$ cat config.mk
export PLATFORM = sky130hd
export DESIGN_NAME = bba_ctrl
export DESIGN_NICKNAME = d
export VERILOG_FILES = /design/src/bba_pkg.sv /design/src/bba_ctrl.sv
export SDC_FILE = /design/constraint.sdc
export NUM_CORES = 1
export LEC_CHECK = 0
export ABC_AREA = 1
export ABC_CLOCK_PERIOD_IN_PS = 1400
export BUFFER_PORTS_ARGS = -buffer_cell sky130_fd_sc_hd__buf_2
export CORE_AREA = 3 3 40 42
export DETAILED_ROUTE_END_ITERATION = 12
export DIE_AREA = 0 0 43 45
export GPL_TIMING_DRIVEN = 0
export PLACE_DENSITY = 0.66
export SYNTH_ARGS = -nofsm -noshare
export SYNTH_HDL_FRONTEND = slang
export SYNTH_SLANG_ARGS = --single-unit
$ cat constraint.sdc
create_clock -name clk -period 1.4 [get_ports clk]
set_clock_uncertainty 0.15 [all_clocks]
set_input_delay 0.21 -clock clk [delete_from_list [all_inputs] [get_ports clk]]
set_output_delay 0.21 -clock clk [all_outputs]
set_load 0.02 [all_outputs]
$ cat src/bba_pkg.sv
// Shared types, constants and control bundles for the bitmap block allocator.
package bba_pkg;

	// Map geometry
	localparam int MAP_WORDS  = 128;
	localparam int WORD_BITS  = 32;
	localparam int ADDR_WORDS = 128;
	localparam int INDEX_W    = 12;
	localparam int BIT_W      = $clog2(WORD_BITS);
	localparam int WORD_IDX_W = INDEX_W - BIT_W;
	localparam int SCAN_WORDS = (MAP_WORDS < ADDR_WORDS) ? MAP_WORDS : ADDR_WORDS;
	localparam int MAP_AW     = (MAP_WORDS > 1) ? $clog2(MAP_WORDS) : 1;
	localparam int CNT_W      = $clog2(MAP_WORDS + 1);

	localparam logic [WORD_BITS-1:0] FULL_WORD = '1;

	// Operation codes
	localparam logic [1:0] OP_FIND  = 2'd0;
	localparam logic [1:0] OP_SET   = 2'd1;
	localparam logic [1:0] OP_CLEAR = 2'd2;

	typedef struct packed {
		logic [1:0]         op;
		logic [INDEX_W-1:0] bit_index;
	} cmd_t;

	typedef struct packed {
		logic               found;
		logic [INDEX_W-1:0] free_index;
	} rsp_t;

	// Controller to datapath
	typedef struct packed {
		logic load_cmd;
		logic clr_step;
		logic scan_step;
		logic rmw_rd;
		logic rmw_wr;
	} dp_ctl_t;

	// Datapath to controller
	typedef struct packed {
		logic clr_last;
		logic scan_hit;
		logic scan_end;
	} dp_sts_t;

endpackage

$ cat src/bba_ctrl.sv
// Controller state machine: clearing pass, command dispatch, scan and result handoff.
module bba_ctrl (
	input  logic              clk,
	input  logic              arst_n,
	input  logic              cmd_valid,
	input  logic [1:0]        cmd_op,
	input  logic              slot_free,
	input  bba_pkg::dp_sts_t  sts,
	output logic              cmd_stall,
	output logic              rsp_load,
	output bba_pkg::dp_ctl_t  ctl
);

	typedef enum logic [5:0] {
		ST_CLEAR  = 6'b000001,
		ST_IDLE   = 6'b000010,
		ST_SCAN   = 6'b000100,
		ST_RMW_RD = 6'b001000,
		ST_RMW_WR = 6'b010000,
		ST_DONE   = 6'b100000
	} state_t;

	state_t state_q;
	state_t state_d;

	always_comb begin
		state_d   = state_q;
		ctl       = '0;
		cmd_stall = 1'b1;
		rsp_load  = 1'b0;
		unique case (state_q)
			ST_CLEAR: begin
				ctl.clr_step = 1'b1;
				if (sts.clr_last) begin
					state_d = ST_IDLE;
				end
			end
			ST_IDLE: begin
				cmd_stall = 1'b0;
				if (cmd_valid) begin
					ctl.load_cmd = 1'b1;
					priority if (cmd_op == bba_pkg::OP_FIND) begin
						state_d = ST_SCAN;
					end else if (cmd_op == bba_pkg::OP_SET || cmd_op == bba_pkg::OP_CLEAR) begin
						state_d = ST_RMW_RD;
					end else begin
						state_d = ST_DONE;
					end
				end
			end
			ST_SCAN: begin
				ctl.scan_step = 1'b1;
				if (sts.scan_hit || sts.scan_end) begin
					state_d = ST_DONE;
				end
			end
			ST_RMW_RD: begin
				ctl.rmw_rd = 1'b1;
				state_d    = ST_RMW_WR;
			end
			ST_RMW_WR: begin
				ctl.rmw_wr = 1'b1;
				state_d    = ST_DONE;
			end
			ST_DONE: begin
				if (slot_free) begin
					rsp_load = 1'b1;
					state_d  = ST_IDLE;
				end
			end
			default: begin
				state_d = ST_IDLE;
			end
		endcase
	end

	always_ff @(posedge clk or negedge arst_n) begin
		if (!arst_n) begin
			state_q <= ST_CLEAR;
		end else begin
			state_q <= state_d;
		end
	end

endmodule
==> results of run 1 <==
## Yosys cell counts (all sizes together)
library cell,number,share of area
and3,1,0.018
dfrtp,5,0.31
dfstp,1,0.065
ha,2,0.062
inv,15,0.14
nand2,10,0.092
nand3,4,0.049
nand4,8,0.12
nor2,13,0.13
nor3,1,0.012
## final timing paths
path                                  from    endpoint  slack (ps)  cells after the start
worst max-delay path            state_q[4]      ctl[2]        -240                      4
worst min-delay path                sts[2]  state_q[0]         110                      4
worst max register to register  state_q[4]  state_q[1]        -220                      8
worst min register to register  state_q[4]  state_q[5]         530                      3
max in group asynchronous           arst_n  state_q[0]         710                      2
min in group asynchronous           arst_n  state_q[5]         160                      2
## layout make-up
type | instances | area, sq um
Clock buffer | 4 | 26.3
Fill cell | 122 | 505
Inverter | 15 | 56.3
Multi-Input combinational cell | 40 | 282
Sequential cell | 6 | 154
Tap cell | 15 | 18.8
Timing Repair Buffer | 30 | 243
## per-stage QoR
stage	TNS (ps)	hold slack, ps	util	instances
global placement	-1090	-117	0.405	90
finish	-2140	110	0.607	110
floorplan	-34.2	-236	-	60
detailed placement	-1290	-113	0.405	90
CTS	-1730	67.0	0.567	108
global route	-3100	132	0.607	110
## where the power goes
group / leakage [nW] / internal [mW] / switching (mW)
Sequential: 0.0728 / 0.239 / 0.0755
Combinational: 0.367 / 0.521 / 0.614
Clock: 0.0150 / 0.108 / 0.0652
Total: 0.455 / 0.867 / 0.755
## worst max-delay path, cell delays in order (launching register included)
cell	delay [ps]
dfrtp_2	430
nor2_4	190
nand3_1	170
inv_1	80
buf_2	160
## per-layer routing
metal	vias up	share of wire	GRT usage
met5	-	0	0
met4	0	0.011	0.0241
met3	2	0.091	0.0717
met2	31	0.55	0.287
met1	261	0.35	0.165
li1	264	-	-
## repair_timing
action | in CTS | in global routing
cloned | 1 | 0
endpoints found under the hold margin | 6 | 0
resized for setup | 23 | 11
hold buffers | 1 | 0
setup buffers | 12 | 2
pin swaps | 8 | 2
setup endpoints to repair | 11 | 11
## layout by cell type (no fill, tap or decap), drive strengths merged
cell type	n
nor2	14
nor3	1
dfstp	1
and3	1
clkbuf	4
nand2	10
inv	15
ha	2
dlygate4sd3	1
nand4	8
nand3	4
dfrtp	5
buf	29
## cell families (layout without fill, tap and decap cells)
kind of cell               count (synthesis)  in the layout  share of synthesized area
and+or+nand+nor                           37             38                      0.428
buffers and inverters                     15             49                      0.138
DFF                                        6              6                      0.372
adders and majority gates                  2              2                     0.0615
==> key figures, run 1 <==
Routing
  • DR pass1 iterations: 4
  • Drt wl/cell: 13.3 microns
  • DRC viols: 0
  • Vias per Instance: 5.07
  • Detailed Route WL: 1.47 mm
  • DRT iter0 DRCs: 16
  • Vias: 558
  • ANT nets after route: 0

Yosys
  • Synthesized instance count: 60
  • Synthesized flop and latch total: 6
  • Warnings, synthesis: 0
  • Syn Std Cell Area: 407 sq um
  • Number of library cell types mapped by synthesis: 11
  • Avg Cell Area, Syn: 6.78 sq um
  • Syn_nets: 71
  • Sequential-to-total area share from yosys stat: 0.372

Status
  • Failing checks: setup timing
  • Outcome: complete, but fails checks

STA
  • Tcrit/Tclk final: 1.17
  • Worst slew pin tran: 204 ps
  • Slew headroom: 0.864
  • Post-route setup slack: -238 ps
  • Unrepaired setup endpoints after global routing: yes
  • Slew Limit Fails: 0
  • Hold Vio Cnt, Final: 0
  • Achievable Freq: 610 MHz
  • Setup violations, final: 11
  • Clock period minus worst slack: 1640 ps

Worst setup path
  • Crit Path Max Fanout: 5
  • Critical Path RT: 1040 ps
  • Critical Path Start Type: flop
  • Worst EP arrival: 1280 ps
  • Crit path kind: flop to output pin
  • CP Capture Type: output pin

Global routing
  • Largest net degree at the start of global routing: 7
  • GRT Residual Overflow: 0
  • Antenna violations before repair: 0
  • Vias in the first global route: 581
  • Total Routing Usage GR: 0.155
  • First-pass GRT wire length: 2.26 mm

Clocking
  • Clock Tree Root: clkbuf_4
  • Cts bufs inserted: 3
  • Clk Latency, worst-skew pair: 250 ps
  • H-tree depth: 1
  • CTS tree: built
  • Clock Sinks: 6
  • Clock slew at reported path FFs: 50 ps
  • Clk buf depth: 2

Die
  • DIE AREA: 1940 sq um
  • Die span in x: 43 microns
  • Core ar.: 1280 sq um
  • Row cnt: 13
  • Die Y-Extent: 45 microns
  • Initial core utilization: 0.316
  • # IOs: 16

Final layout
  • # diodes: 0
  • Largest Register: state_q
  • Finished layout cell area: 779 sq um
  • Nets: 107
  • Max FFs per register: 6
  • Syn-to-layout area delta: 91.7%
  • Largest registers: state_q: 6 flops
  • Share of post-route cells with drive strength above 1: 0.537

Pwr
  • Total power: 1.62 mW
  • P per Cell Area: 2080 nW/um^2
  • Leak Pwr: 0.455 nW
  • Worst vdd ir: 869 uV

Placed design
  • Port bufs: 15
  • Pre-CTS setup slack: -191 ps
  • Gpl congestion: 0.792
  • Post-placement cell area: 520 sq um
  • Hpwl dp: 746 microns

Min path
  • Tightest Hold Check Type: input pin to flop

Run
  • Total of max-cap violations: 0
No activity file was read; power rests on OpenSTA's default activity.
==> run 2, diff against run 1 <==
Settings changed: ABC_AREA 1 to not set, PLACE_DENSITY 0.66 to 0.69, SLEW_MARGIN set to 20.
==> key figures, run 2 <==
Routing
  • Vias: 492 (was 558)
  • Drt wl/cell: 12.8 microns (was 13.3 microns)
  • Vias per Instance: 4.97 (was 5.07)
  • DRC viols: 0 (unchanged)
  • DRT iter0 DRCs: 0 (was 16)
  • ANT nets after route: 0 (unchanged)
  • DR pass1 iterations: 1 (was 4)
  • Detailed Route WL: 1.27 mm (was 1.47 mm)

Pwr
  • Net Sw Frac: 0.370 (was 0.465)
  • Switch Pwr: 0.560 mW (was 0.755 mW)
  • Int Power: 0.955 mW (was 0.867 mW)
  • P per Cell Area: 1790 nW/um^2 (was 2080 nW/um^2)
  • Combinational group share of total power: 0.721 (was 0.700)
  • Leak Pwr: 0.411 nW (was 0.455 nW)
  • Worst vdd ir: 1050 uV (was 869 uV)
  • Clock network power share: 0.117 (was 0.107)
  • Seq pwr share: 0.162 (was 0.194)

Clocking
  • Clock slew at reported path FFs: 50 ps (about the same)
  • Cts bufs inserted: 3 (unchanged)
  • H-tree depth: 1 (unchanged)
  • Clk buf depth: 2 (unchanged)
  • Clk Latency, worst-skew pair: 250 ps (about the same)
  • Clock Sinks: 6 (unchanged)
  • Clock Tree Root: clkbuf_4 (unchanged)
  • CTS tree: built (unchanged)

Worst setup path
  • Worst r2r src: state_q[2] (was state_q[4])
  • CP Capture Type: output pin (unchanged)
  • Critical Path Start Type: flop (unchanged)
  • Worst EP arrival: 1760 ps (was 1280 ps)
  • Setup crit end: cmd_stall (was ctl[2])
  • R2R depth: 7 (was 8)
  • RR Endpoint: state_q[5] (was state_q[1])
  • Critical Path RT: 1040 ps (about the same)
  • CP Launch Point: state_q[2] (was state_q[4])
  • R2r setup slk: -590 ps (was -220 ps)
  • Crit path kind: flop to output pin (unchanged)
  • Crit Path Max Fanout: 4 (was 5)

Final layout
  • # diodes: 0 (unchanged)
  • Commonest non-fill, non-tap cell in the layout: buf_4 (was inv_1)
  • FILL cells: 101 (was 122)
  • Syn-to-layout area delta: 94.8% (was 91.7%)
  • Register area: 155 sq um (was 154 sq um)
  • Footprint of the multi-input gates: 329 sq um (was 282 sq um)
  • Commonest cells after routing, fill and taps aside: buf_4 (16), buf_6 (11), buf_2 (8) (was inv_1 (14), buf_6 (10), buf_4 (10))
  • Share of post-route cells with drive strength above 1: 0.702 (was 0.537)
  • Max FFs per register: 6 (unchanged)
  • Largest registers: state_q: 6 flops (unchanged)
  • Nets: 96 (was 107)
  • Largest Register: state_q (unchanged)

Global routing
  • First-pass GRT wire length: 2.01 mm (was 2.26 mm)
  • Largest net degree at the start of global routing: 9 (was 7)
  • Vias in the first global route: 483 (was 581)
  • GRT Residual Overflow: 0 (unchanged)
  • Total Routing Usage GR: 0.140 (was 0.155)
  • Antenna violations before repair: 0 (unchanged)

Yosys
  • Number of library cell types mapped by synthesis: 24 (was 11)
  • Largest area contributor in the netlist: dfrtp_1 (unchanged)
  • Synthesized instance count: 44 (was 60)
  • Avg Cell Area, Syn: 9.90 sq um (was 6.78 sq um)
  • Synthesized flop and latch total: 6 (unchanged)
  • Post-synth EDFFs: 0 (unchanged)
  • Count leader, synth: nor2_1 (was inv_1)
  • Post-synth top cells: nor2_1 (9), dfrtp_1 (5), inv_1 (4) (was inv_1 (15), nor2_1 (11), nand2_1 (10))
  • Synth top area share: 0.287 (was 0.308)
  • Sequential-to-total area share from yosys stat: 0.348 (was 0.372)
  • Main flop type after synthesis: dfrtp_1 (unchanged)
  • Syn_nets: 55 (was 71)
  • Syn Std Cell Area: 435 sq um (was 407 sq um)
  • Warnings, synthesis: 0 (unchanged)
  • Synth top area cells: dfrtp_1 (29%), nor2_1 (7.8%), dfstp_2 (6.0%), ha_1 (5.7%), or4_4 (5.2%) (was dfrtp_1 (31%), inv_1 (14%), nand4_1 (12%), nor2_1 (10%), nand2_1 (9.2%))
  • Ys async rst share: 1.00 (unchanged)

Min path
  • Tightest Hold Check Type: input pin to flop (unchanged)

STA
  • Fin Setup TNS: -5930 ps (was -2140 ps)
  • Post-route setup slack: -723 ps (was -238 ps)
  • Tcrit/Tclk final: 1.52 (was 1.17)
  • WHS: 26.1 ps (was 110 ps)
  • Worst slew pin tran: 316 ps (was 204 ps)
  • Clock period minus worst slack: 2120 ps (was 1640 ps)
  • Slew Limit Fails: 0 (unchanged)
  • Achievable Freq: 471 MHz (was 610 MHz)
  • Hold Vio Cnt, Final: 0 (unchanged)
  • Setup violations, final: 13 (was 11)
  • Unrepaired setup endpoints after global routing: yes (unchanged)
  • Slew headroom: 0.787 (was 0.864)

Run
  • Total of max-cap violations: 0 (unchanged)

Placed design
  • Gpl congestion: 0.736 (was 0.792)
  • Hpwl dp: 695 microns (was 746 microns)
  • Port bufs: 15 (unchanged)

Die
  • Die span in x: 43 microns (unchanged)
  • DIE AREA: 1940 sq um (unchanged)
  • Core ar.: 1280 sq um (unchanged)
  • Initial core utilization: 0.339 (was 0.316)
  • # IOs: 16 (unchanged)
  • Row cnt: 13 (unchanged)
  • Die Y-Extent: 45 microns (unchanged)

Status
  • Failing checks: setup timing (unchanged)
  • Outcome: complete, but fails checks (unchanged)
-- run 2: changes by cell type after synthesis, sizes merged, moves of 2 or more --
cell | previous run | this run
inv | 15 | 4
nand2 | 10 | 0
nand3 | 4 | 0
nand4 | 8 | 0
nor2 | 13 | 9
nor3b | 0 | 4
nor4b | 0 | 2
o32ai | 0 | 2
or4 | 0 | 2
-- run 2: timing repair --
item / CTS / global route
setup endpoints to repair: 13 / 13
pin swaps: 6 / 9
resized for setup: 20 / 12
buffers inserted: 12 / 10
hold buffers: 2 / 0
endpoints found under the hold margin: 7 / 0
-- run 2: critical path, cell delays in order (launching register included) --
cell and delay (ps):
dfrtp_2 400, or4_4 550, nor3b_4 260, buf_4 160
inv_2 30, buf_6 120
-- run 2: layer usage --
metal | routed length [microns] | global-route usage | share of wire
met3 | 62 | 0.0279 | 0.049
met2 | 673 | 0.257 | 0.53
met4 | 9 | 0.0723 | 0.0071
met5 | 0 | 0 | 0
met1 | 525 | 0.153 | 0.41
-- run 2: cell families after synthesis --
kind of cell / Yosys count / synth area share
simple gates: 24 / 0.397
compound gates: 6 / 0.132
fa+ha+maj: 2 / 0.0575
xor+xnor: 1 / 0.0201
flops: 6 / 0.348
buf+inv: 5 / 0.0460
-- run 2: worst min path at each step --
stage	end	cells after the start	slack, ps	from
6_report	state_q[5]	2	30	slot_free
3_3_place_gp	state_q[2]	1	-120	arst_n
5_1_grt	state_q[5]	2	40	slot_free
2_1_floorplan	state_q[1]	0	-240	arst_n
3_5_place_dp	state_q[3]	1	-110	arst_n
4_1_cts	state_q[5]	2	30	slot_free
-- run 2: cell type report --
type                    instances  share of cell area
well taps                      15              0.0221
multi-input cells              33               0.388
flip-flops and latches          6               0.183
repair buffers                 37               0.358
clock buffers                   4              0.0310
inverters                       4              0.0177
-- run 2: power groups by stage --
| stage | registers (mW) | clock network [mW] | logic (mW) |
|---|---|---|---|
| floorplan | 0.265 | 0 | 0.422 |
| global placement | 0.278 | 0 | 0.520 |
| detailed placement | 0.280 | 0 | 0.526 |
| CTS | 0.241 | 0.177 | 0.883 |
| global route | 0.251 | 0.195 | 1.17 |
| finish | 0.246 | 0.177 | 1.09 |
-- run 2: through the flow --
step	cell area [sq um]	worst slack, ps	power, mW	utilization	instances
5_1_grt	848	-783	1.62	0.660	99
3_5_place_dp	548	-607	0.806	0.426	74
2_1_floorplan	454	-428	0.687	-	44
6_report	848	-723	1.52	0.660	99
4_1_cts	746	-738	1.30	0.580	91
3_3_place_gp	548	-615	0.798	0.426	74
